## config.mk

```make
export PLATFORM = sky130hd
export DESIGN_NAME = ct_pixel_to_hu_converter
export DESIGN_NICKNAME = d
export VERILOG_FILES = /design/src/hdl/cphu_pkg.sv /design/src/hdl/cphu_regs.sv /design/src/hdl/cphu_decode.sv /design/src/hdl/cphu_scale.sv /design/src/hdl/cphu_round.sv /design/src/hdl/ct_pixel_to_hu_converter.sv
export VERILOG_INCLUDE_DIRS = /design/src /design/src/hdl
export SDC_FILE = /design/constraint.sdc
export NUM_CORES = 2
export LEC_CHECK = 0
export BUFFER_PORTS_ARGS = -buffer_cell sky130_fd_sc_hd__buf_2
export CORE_MARGIN = 4
export CORE_UTILIZATION = 55
export CTS_CLUSTER_DIAMETER = 50
export DETAILED_ROUTE_END_ITERATION = 16
export GPL_TIMING_DRIVEN = 0
export PLACE_DENSITY = 0.78
export SLEW_MARGIN = 20
export SYNTH_ARGS = -nofsm -noshare
export SYNTH_HDL_FRONTEND = slang
export SYNTH_SLANG_ARGS = --single-unit
```

## constraint.sdc

```tcl
create_clock -name clk -period 14.9 [get_ports clk]
set_clock_uncertainty 0.05 [all_clocks]
set_input_delay 2.235 -clock clk [delete_from_list [all_inputs] [get_ports clk]]
set_output_delay 2.235 -clock clk [all_outputs]
set_load 0.005 [all_outputs]
```

## src/hdl/assert_macros.svh

```systemverilog
// Assertion macros used by the converter RTL.
`ifndef ASSERT_MACROS_SVH
`define ASSERT_MACROS_SVH

// Same-cycle implication, checked outside reset.
`define CPHU_ASSERT_IMM(LBL, CLK, RSTN, ANTE, CONS, MSG) \
    LBL: assert property (@(posedge CLK) disable iff (!RSTN) (ANTE) |-> (CONS)) \
        else $error(MSG);

// Next-cycle implication, checked outside reset.
`define CPHU_ASSERT_NXT(LBL, CLK, RSTN, ANTE, CONS, MSG) \
    LBL: assert property (@(posedge CLK) disable iff (!RSTN) (ANTE) |=> (CONS)) \
        else $error(MSG);

`endif

```

## src/hdl/cphu_pkg.sv

```systemverilog
// Package with types, widths and constants of the CT pixel to HU converter.
`default_nettype none

package cphu_pkg;

    // Datapath widths.
    localparam int RAW_W    = 16;
    localparam int SAMPLE_W = 17;
    localparam int COEF_W   = 32;
    localparam int PROD_W   = SAMPLE_W + COEF_W;
    localparam int ACC_W    = PROD_W + 1;
    localparam int HU_W     = 16;

    // Default number of fraction bits of slope and intercept.
    localparam int FRACTION_BITS_DEF = 16;

    // Clamp limits of the signed 16-bit result.
    localparam int HU_POS_LIMIT = 32767;
    localparam int HU_NEG_LIMIT = 32768;

    // Configuration port.
    localparam int APB_AW = 5;
    localparam int APB_DW = 32;

    // Register indexes.
    typedef enum logic [2:0] {
        REG_ALLOC     = 3'd0,
        REG_STORED    = 3'd1,
        REG_SIGN      = 3'd2,
        REG_SLOPE     = 3'd3,
        REG_INTERCEPT = 3'd4
    } reg_idx_t;

    // Sample sign modes.
    typedef enum logic [1:0] {
        SIGN_UNSIGNED = 2'd0,
        SIGN_TWOS     = 2'd1
    } sign_mode_t;

    // Valid allocated bit counts and the smallest stored bit count.
    localparam logic [4:0] ALLOC_8  = 5'd8;
    localparam logic [4:0] ALLOC_16 = 5'd16;
    localparam logic [4:0] STORED_ONE = 5'd1;

    // Reset values of the registers.
    localparam logic [4:0]  ALLOC_RESET     = 5'd16;
    localparam logic [4:0]  STORED_RESET    = 5'd16;
    localparam logic [1:0]  SIGN_RESET      = 2'd0;
    localparam logic [31:0] SLOPE_RESET     = 32'h0001_0000;
    localparam logic [31:0] INTERCEPT_RESET = 32'h0000_0000;

    // Configuration seen by the datapath.
    typedef struct packed {
        logic [4:0]  alloc_bits;
        logic [4:0]  stored_bits;
        logic [1:0]  sign_mode;
        logic [31:0] slope;
        logic [31:0] intercept;
    } cphu_cfg_t;

endpackage

`default_nettype wire

```

## src/hdl/cphu_regs.sv

```systemverilog
// APB configuration registers of the converter.
`default_nettype none

module cphu_regs (
    input  wire logic                        clk,
    input  wire logic                        rst_n,
    input  wire logic                        psel,
    input  wire logic                        penable,
    input  wire logic                        pwrite,
    input  wire logic [cphu_pkg::APB_AW-1:0] paddr,
    input  wire logic [cphu_pkg::APB_DW-1:0] pwdata,
    output logic      [cphu_pkg::APB_DW-1:0] prdata,
    output logic                             pready,
    output cphu_pkg::cphu_cfg_t              cfg
);
    import cphu_pkg::*;

    logic [4:0]  alloc_reg;
    logic [4:0]  stored_reg;
    logic [1:0]  sign_reg;
    logic [31:0] slope_reg;
    logic [31:0] intercept_reg;
    logic        wr_en;
    reg_idx_t    idx;

    assign pready = 1'b1;
    assign wr_en  = psel && penable && pwrite && pready;
    assign idx    = reg_idx_t'(paddr[4:2]);

    // Register writes; unknown indexes are ignored.
    always_ff @(posedge clk or negedge rst_n)
    begin
        if (!rst_n)
        begin
            alloc_reg     <= ALLOC_RESET;
            stored_reg    <= STORED_RESET;
            sign_reg      <= SIGN_RESET;
            slope_reg     <= SLOPE_RESET;
            intercept_reg <= INTERCEPT_RESET;
        end
        else if (wr_en)
        begin
            case (idx)
                REG_ALLOC:     alloc_reg     <= pwdata[4:0];
                REG_STORED:    stored_reg    <= pwdata[4:0];
                REG_SIGN:      sign_reg      <= pwdata[1:0];
                REG_SLOPE:     slope_reg     <= pwdata;
                REG_INTERCEPT: intercept_reg <= pwdata;
                default:       ;
            endcase
        end
    end

    // Read data.
    always_comb
    begin
        case (idx)
            REG_ALLOC:     prdata = {27'd0, alloc_reg};
            REG_STORED:    prdata = {27'd0, stored_reg};
            REG_SIGN:      prdata = {30'd0, sign_reg};
            REG_SLOPE:     prdata = slope_reg;
            REG_INTERCEPT: prdata = intercept_reg;
            default:       prdata = '0;
        endcase
    end

    assign cfg.alloc_bits  = alloc_reg;
    assign cfg.stored_bits = stored_reg;
    assign cfg.sign_mode   = sign_reg;
    assign cfg.slope       = slope_reg;
    assign cfg.intercept   = intercept_reg;

endmodule

`default_nettype wire

```

## src/hdl/cphu_decode.sv

```systemverilog
// First pipeline stage: sample masking, sign extension and config check.
`default_nettype none

module cphu_decode (
    input  wire logic                                 clk,
    input  wire logic                                 rst_n,
    input  wire cphu_pkg::cphu_cfg_t                  cfg,
    input  wire logic                                 in_valid,
    output logic                                      in_ready,
    input  wire logic [cphu_pkg::RAW_W-1:0]           raw_sample,
    output logic                                      out_valid,
    input  wire logic                                 out_ready,
    output logic signed [cphu_pkg::SAMPLE_W-1:0]      sample,
    output logic                                      err
);
    import cphu_pkg::*;

    logic                       valid_reg;
    logic signed [SAMPLE_W-1:0] sample_reg;
    logic signed [SAMPLE_W-1:0] sample_next;
    logic                       err_reg;
    logic                       err_next;
    logic [RAW_W-1:0]           word;
    logic [3:0]                 top_idx;
    logic                       neg;

    assign in_ready = !valid_reg || out_ready;

    // Configuration check.
    always_comb
    begin
        err_next = ((cfg.alloc_bits != ALLOC_8) && (cfg.alloc_bits != ALLOC_16)) ||
                   (cfg.stored_bits < STORED_ONE) ||
                   (cfg.stored_bits > cfg.alloc_bits) ||
                   (cfg.sign_mode > SIGN_TWOS);
    end

    // Mask to the stored bits and extend from the top stored bit.
    always_comb
    begin
        word = raw_sample;
        if (cfg.alloc_bits == ALLOC_8)
        begin
            word[15:8] = 8'd0;
        end
        top_idx = 4'(cfg.stored_bits - STORED_ONE);
        neg     = (cfg.sign_mode == SIGN_TWOS) && word[top_idx];
        // The extra top bit always carries the sign.
        sample_next[SAMPLE_W-1] = neg;
        for (int i = 0; i < RAW_W; i++)
        begin
            if (5'(i) < cfg.stored_bits)
            begin
                sample_next[i] = word[i];
            end
            else
            begin
                sample_next[i] = neg;
            end
        end
    end

    always_ff @(posedge clk or negedge rst_n)
    begin
        if (!rst_n)
        begin
            valid_reg <= 1'b0;
        end
        else if (in_ready)
        begin
            valid_reg <= in_valid;
        end
    end

    always_ff @(posedge clk)
    begin
        if (in_ready && in_valid)
        begin
            sample_reg <= sample_next;
            err_reg    <= err_next;
        end
    end

    assign out_valid = valid_reg;
    assign sample    = sample_reg;
    assign err       = err_reg;

endmodule

`default_nettype wire

```

## src/hdl/cphu_scale.sv

```systemverilog
// Second and third pipeline stages: slope multiply, then intercept add.
`default_nettype none

module cphu_scale (
    input  wire logic                                 clk,
    input  wire logic                                 rst_n,
    input  wire cphu_pkg::cphu_cfg_t                  cfg,
    input  wire logic                                 in_valid,
    output logic                                      in_ready,
    input  wire logic signed [cphu_pkg::SAMPLE_W-1:0] sample,
    input  wire logic                                 in_err,
    output logic                                      out_valid,
    input  wire logic                                 out_ready,
    output logic signed [cphu_pkg::ACC_W-1:0]         acc,
    output logic                                      out_err
);
    import cphu_pkg::*;

    logic                     mul_valid_reg;
    logic                     mul_ready;
    logic signed [PROD_W-1:0] prod_reg;
    logic signed [PROD_W-1:0] prod_next;
    logic                     mul_err_reg;
    logic                     add_valid_reg;
    logic signed [ACC_W-1:0]  acc_reg;
    logic signed [ACC_W-1:0]  acc_next;
    logic                     add_err_reg;

    assign mul_ready = !add_valid_reg || out_ready;
    assign in_ready  = !mul_valid_reg || mul_ready;

    // Slope multiply and intercept add; both operands are sign-extended first.
    always_comb
    begin
        prod_next = PROD_W'(sample) * PROD_W'($signed(cfg.slope));
        acc_next  = ACC_W'(prod_reg) + ACC_W'($signed(cfg.intercept));
    end

    always_ff @(posedge clk or negedge rst_n)
    begin
        if (!rst_n)
        begin
            mul_valid_reg <= 1'b0;
            add_valid_reg <= 1'b0;
        end
        else
        begin
            if (in_ready)
            begin
                mul_valid_reg <= in_valid;
            end
            if (mul_ready)
            begin
                add_valid_reg <= mul_valid_reg;
            end
        end
    end

    always_ff @(posedge clk)
    begin
        if (in_ready && in_valid)
        begin
            prod_reg    <= prod_next;
            mul_err_reg <= in_err;
        end
        if (mul_ready && mul_valid_reg)
        begin
            acc_reg     <= acc_next;
            add_err_reg <= mul_err_reg;
        end
    end

    assign out_valid = add_valid_reg;
    assign acc       = acc_reg;
    assign out_err   = add_err_reg;

endmodule

`default_nettype wire

```

## src/hdl/cphu_round.sv

```systemverilog
// Fourth and fifth pipeline stages: magnitude, then rounding, clamping and output.
`default_nettype none

module cphu_round #(
    parameter int FRACTION_BITS = cphu_pkg::FRACTION_BITS_DEF
) (
    input  wire logic                              clk,
    input  wire logic                              rst_n,
    input  wire logic                              in_valid,
    output logic                                   in_ready,
    input  wire logic signed [cphu_pkg::ACC_W-1:0] acc,
    input  wire logic                              in_err,
    output logic                                   out_valid,
    input  wire logic                              out_ready,
    output logic [cphu_pkg::HU_W-1:0]              hu_value,
    output logic                                   saturated,
    output logic                                   config_error
);
    import cphu_pkg::*;

    localparam int RND_W = ACC_W + 1 - FRACTION_BITS;
    localparam logic [ACC_W:0]   HALF    = (ACC_W + 1)'(1) << (FRACTION_BITS - 1);
    localparam logic [RND_W-1:0] POS_LIM = RND_W'(HU_POS_LIMIT);
    localparam logic [RND_W-1:0] NEG_LIM = RND_W'(HU_NEG_LIMIT);

    logic               mag_valid_reg;
    logic               mag_ready;
    logic [ACC_W-1:0]   mag_reg;
    logic [ACC_W-1:0]   mag_next;
    logic               neg_reg;
    logic               mag_err_reg;
    logic               out_valid_reg;
    logic [HU_W-1:0]    hu_reg;
    logic [HU_W-1:0]    hu_next;
    logic               sat_reg;
    logic               sat_next;
    logic               err_reg;
    logic [ACC_W:0]     sum;
    logic [RND_W-1:0]   rounded;
    logic [RND_W-1:0]   neg_rounded;

    assign mag_ready = !out_valid_reg || out_ready;
    assign in_ready  = !mag_valid_reg || mag_ready;

    // Magnitude of the exact sum.
    always_comb
    begin
        mag_next = acc[ACC_W-1] ? (ACC_W'(0) - ACC_W'(acc)) : ACC_W'(acc);
    end

    // Round half away from zero, clamp, and force zero on a bad config.
    always_comb
    begin
        sum         = {1'b0, mag_reg} + HALF;
        rounded     = sum[ACC_W:FRACTION_BITS];
        neg_rounded = RND_W'(0) - rounded;
        sat_next    = 1'b0;
        if (mag_err_reg)
        begin
            hu_next = '0;
        end
        else if (neg_reg)
        begin
            if (rounded > NEG_LIM)
            begin
                hu_next  = NEG_LIM[HU_W-1:0];
                sat_next = 1'b1;
            end
            else
            begin
                hu_next = neg_rounded[HU_W-1:0];
            end
        end
        else
        begin
            if (rounded > POS_LIM)
            begin
                hu_next  = POS_LIM[HU_W-1:0];
                sat_next = 1'b1;
            end
            else
            begin
                hu_next = rounded[HU_W-1:0];
            end
        end
    end

    always_ff @(posedge clk or negedge rst_n)
    begin
        if (!rst_n)
        begin
            mag_valid_reg <= 1'b0;
            out_valid_reg <= 1'b0;
        end
        else
        begin
            if (in_ready)
            begin
                mag_valid_reg <= in_valid;
            end
            if (mag_ready)
            begin
                out_valid_reg <= mag_valid_reg;
            end
        end
    end

    always_ff @(posedge clk)
    begin
        if (in_ready && in_valid)
        begin
            mag_reg     <= mag_next;
            neg_reg     <= acc[ACC_W-1];
            mag_err_reg <= in_err;
        end
        if (mag_ready && mag_valid_reg)
        begin
            hu_reg  <= hu_next;
            sat_reg <= sat_next;
            err_reg <= mag_err_reg;
        end
    end

    assign out_valid    = out_valid_reg;
    assign hu_value     = hu_reg;
    assign saturated    = sat_reg;
    assign config_error = err_reg;

endmodule

`default_nettype wire

```

## src/hdl/ct_pixel_to_hu_converter.sv

```systemverilog
// Throughput: one sample per cycle unless m_tready stalls the output; the five
// register stages are decode, slope multiply, intercept add, magnitude, and
// round/clamp. A result waiting on m_tready holds its own stage; earlier stages
// keep filling while they have an empty slot, and s_tready falls once all are full.
// Reset empties the pipeline and loads the register defaults (16/16 bits, unsigned,
// slope 1.0, intercept 0).
`default_nettype none
`include "assert_macros.svh"

module ct_pixel_to_hu_converter #(
    parameter int FRACTION_BITS = cphu_pkg::FRACTION_BITS_DEF
) (
    input  wire logic                        clk,
    input  wire logic                        rst_n,
    // Input stream; s_tdata: [15:0] raw_sample.
    input  wire logic                        s_tvalid,
    output logic                             s_tready,
    input  wire logic [15:0]                 s_tdata,
    // Output stream; m_tdata: [15:0] hu_value.
    output logic                             m_tvalid,
    input  wire logic                        m_tready,
    output logic [15:0]                      m_tdata,
    // m_tuser: [0] saturated, [1] config_error.
    output logic [1:0]                       m_tuser,
    // Configuration port.
    input  wire logic                        psel,
    input  wire logic                        penable,
    input  wire logic                        pwrite,
    input  wire logic [cphu_pkg::APB_AW-1:0] paddr,
    input  wire logic [cphu_pkg::APB_DW-1:0] pwdata,
    output logic      [cphu_pkg::APB_DW-1:0] prdata,
    output logic                             pready
);
    import cphu_pkg::*;

    cphu_cfg_t                  cfg;
    logic                       dec_valid;
    logic                       dec_ready;
    logic signed [SAMPLE_W-1:0] dec_sample;
    logic                       dec_err;
    logic                       scl_valid;
    logic                       scl_ready;
    logic signed [ACC_W-1:0]    scl_acc;
    logic                       scl_err;

    cphu_regs u_regs (
        .clk     (clk),
        .rst_n   (rst_n),
        .psel    (psel),
        .penable (penable),
        .pwrite  (pwrite),
        .paddr   (paddr),
        .pwdata  (pwdata),
        .prdata  (prdata),
        .pready  (pready),
        .cfg     (cfg)
    );

    cphu_decode u_decode (
        .clk        (clk),
        .rst_n      (rst_n),
        .cfg        (cfg),
        .in_valid   (s_tvalid),
        .in_ready   (s_tready),
        .raw_sample (s_tdata),
        .out_valid  (dec_valid),
        .out_ready  (dec_ready),
        .sample     (dec_sample),
        .err        (dec_err)
    );

    cphu_scale u_scale (
        .clk       (clk),
        .rst_n     (rst_n),
        .cfg       (cfg),
        .in_valid  (dec_valid),
        .in_ready  (dec_ready),
        .sample    (dec_sample),
        .in_err    (dec_err),
        .out_valid (scl_valid),
        .out_ready (scl_ready),
        .acc       (scl_acc),
        .out_err   (scl_err)
    );

    cphu_round #(
        .FRACTION_BITS (FRACTION_BITS)
    ) u_round (
        .clk          (clk),
        .rst_n        (rst_n),
        .in_valid     (scl_valid),
        .in_ready     (scl_ready),
        .acc          (scl_acc),
        .in_err       (scl_err),
        .out_valid    (m_tvalid),
        .out_ready    (m_tready),
        .hu_value     (m_tdata),
        .saturated    (m_tuser[0]),
        .config_error (m_tuser[1])
    );

    // A bad configuration always yields a plain zero result.
    `CPHU_ASSERT_IMM(a_err_zero, clk, rst_n, m_tvalid && m_tuser[1], (m_tdata == 16'h0000) && !m_tuser[0], "config error result is not zero")

    // A clamped result sits at one of the two limits.
    `CPHU_ASSERT_IMM(a_sat_limit, clk, rst_n, m_tvalid && m_tuser[0], (m_tdata == 16'h7FFF) || (m_tdata == 16'h8000), "saturated result is not at a limit")

    // With the output side taking results, the pipeline never pushes back.
    `CPHU_ASSERT_IMM(a_no_backpressure, clk, rst_n, m_tready, s_tready, "input stalled while output is ready")

    // An accepted sample lands in the decode stage.
    `CPHU_ASSERT_NXT(a_accept_lands, clk, rst_n, s_tvalid && s_tready, dec_valid, "accepted sample lost at decode")

endmodule

`default_nettype wire

```

==> results.cfg <==
[logic_synthesis]
synth_nets = 4095
ys_types = 70
synth-seq-cells = 255
synth_fa_ha_area_share_pct = 38.7
synth_common_cells = inv_1 (593), fa_1 (522), nand2_1 (390)
synth.top_cell.area_share_pct = 32.0
synth_area_um2 = 32600
ys_seq_area_share_pct = 22.2
syn-instance-count = 3339
synth-compound-area-share_pct = 8.02
yosysWarnings = 0
synth.area.top_cells = fa_1 (32%), edfxtp_1 (16%), inv_1 (6.8%)
synth_top_area_cell = fa_1
muxShareOfSynthArea_pct = 3.59
ys_async_sr_fraction_pct = 31.8
synth_top_family_by_area = adder cells
postSynthAreaPerCell_um2 = 9.78
synthSimpleGateAreaFrac_pct = 14.7
synth_edf_count = 174
synthXorXnorAreaFrac_pct = 4.21
synth_ff_type = edfxtp_1
synthMostInstantiatedCell = inv_1

[drt]
drtAntennaViolNets = 0
vias = 24200
drt_iter0_drc = 1615
routed_via_density = 5.66
wirelength_um = 83500
firstDrtPassIters = 6
route.detailed.wl_per_inst_um = 19.5
drc = 0

[grt]
antenna_found_initial = 2
grt_pass1_vias = 25200
grt_pass1_wl_um = 134000
grt_overflow_total = 0
grt_usage_pct = 26.9
grt_max_degree = 54

[timing]
post-route-period-util_pct = 58.3
slew_violations = 0
fmax_mhz = 115
hold_viol = 0
rsz0062_at_grt = no
fin_crit_ps = 8690
tightest_slew_ps = 1130
max_slew_margin_pct = 23.7
finalSetupViolations = 0
finalSetupTns_ps = 0

[setup_path]
worstSetupPathType = reg2reg
critPathCaptureType = flip-flop
critPathLaunchType = flip-flop
critPathMaxStageDelay_ps = 670
cpMaxStageDelayCell = edfxtp_1
ff2ff_path_depth = 23
required_ps = 15190
critPathMaxFanout = 10
critPathTopFamily = adder cells
crit_chain = inv_1 -> buf_1 -> nor2_1 -> fa_1 -> fa_1 -> fa_1 -> fa_1 -> fa_1 -> inv_1 -> fa_1 -> inv_1 -> ha_1 -> a21o_1 -> a21o_1 -> a21oi_1 -> o221ai_1 -> o21ai_0 -> a21oi_1 -> o211a_1 -> a2111oi_0 -> o21ai_0 -> a31oi_1 -> xnor2_1
crit_arrival_ps = 8980
regToRegEndpoint = u_scale.prod_reg[47]
reg2reg_from = u_decode.sample[16]
crit_top_cell = fa_1
reg2reg_slack_ps = 6210
path_buf_inv = 4

[final_layout]
finalNetCount = 4240
drive_gt1_share_pct = 8.04
area_growth_pct = 8.09
largest_register_ff_count = 50

[clocking]
post_cts_buffers = 0
clock_path_buffers = 3
cts_sinks = 255
cts_buffers = 30
clk_latency_ps = 570
ctsResizeCount = 0
cts_root_buf = clkbuf_16
ctsHoldBuffers = 0
htreeDepth = 1
cts_tree = yes
clk_pin_slew_ps = 60

[die]
fp.coreArea_um2 = 58900
die_area_um2 = 63300
start_util_pct = 55.4
io-pin-count = 113
die_y_um = 252
rows = 89
die-width_um = 252

[worst_hold_path]
holdCritStartpoint = u_decode.err
whs_endpoint = u_scale.mul_err_reg
hold_path.class = reg2reg
hold_depth = 0

[status]
status = completed

[place]
place_congestion = 0.971
port_buffers = 109
dpl.hpwl_um = 69100

[flow_run]
maxCapViolCount = 0
-- cells by family after synthesis --
logic type      count (synthesis)
compound gates                415
xor+xnor                      157
fa+ha+maj                     696
buf+inv                       746
flops                         255
mux                           102
other cells                     1
simple gates                  967
-- placed cells by master, fill, tap and decap left out, drive strengths merged, types with 27 or more instances in the layout --
master and instances:
o21ai 120, clkbuf 183, nor3 32, a22o 27
xor2 38, a21o 53, and2 239, a21oi 103
inv 596, mux2 82, buf 122, edfxtp 174
ha 174, xnor2 119, dfrtp 78, fa 522
nand2b 37, nand3 43, nor2 110, nand4 27
nand2 390
-- stage by stage --
stage | setup slack [ps] | hold WS [ps] | std cells | area, um2 | util [%]
2_1_floorplan | 7990 | 350 | 3339 | 32600 | -
3_3_place_gp | 6430 | 351 | 4221 | 34200 | 58.0
3_5_place_dp | 6430 | 369 | 4225 | 34300 | 58.2
4_1_cts | 6330 | 373 | 4281 | 35300 | 59.9
5_1_grt | 5930 | 382 | 4281 | 35300 | 59.9
6_report | 6210 | 376 | 4282 | 35300 | 59.9
-- layout make-up --
type / count / area (um2)
fillers: 4779 / 23600
multi-input cells: 2338 / 22600
flip-flops and latches: 255 / 7260
inverters: 593 / 2230
well taps: 773 / 967
clock buffers: 39 / 867
repair buffers: 113 / 636
plain buffers: 153 / 587
clock inverters: 17 / 156
diodes: 1 / 2.50
-- worst register-to-register path: stages (launching register included) --
cell and delay (ps):
edfxtp_1 670, inv_1 330, buf_1 620, nor2_1 160, fa_1 540, fa_1 520, fa_1 570, fa_1 540
fa_1 540, inv_1 50, fa_1 520, inv_1 40, ha_1 370, a21o_1 190, a21o_1 170, a21oi_1 170
o221ai_1 180, o21ai_0 280, a21oi_1 170, o211a_1 290, a2111oi_0 590, o21ai_0 380, a31oi_1 290, xnor2_1 220
-- metal layers --
metal	global-route usage (%)	part of all wire, %	up-vias
met5	0	0.013	-
met4	9.21	4.2	2
met3	7.25	10	232
met2	44.2	46	1082
met1	34.8	39	12000
li1	-	-	10900
-- worst max path at each step --
stage,end,cells after the start,startpoint,slack [ps]
after floorplan,u_scale.prod_reg[47],23,u_decode.sample[16],7990
after global placement,u_scale.prod_reg[47],23,u_decode.sample[16],6430
after detailed placement,u_scale.prod_reg[47],23,u_decode.sample[16],6430
after CTS,u_scale.prod_reg[47],23,u_decode.sample[16],6330
after global routing,u_scale.prod_reg[47],24,u_regs.slope_reg[8],5930
final,u_scale.prod_reg[47],23,u_decode.sample[16],6210
Power is left out: the tool's default activity adds up to more than one toggle a clock period on the data nets, which glitch-free logic cannot reach.
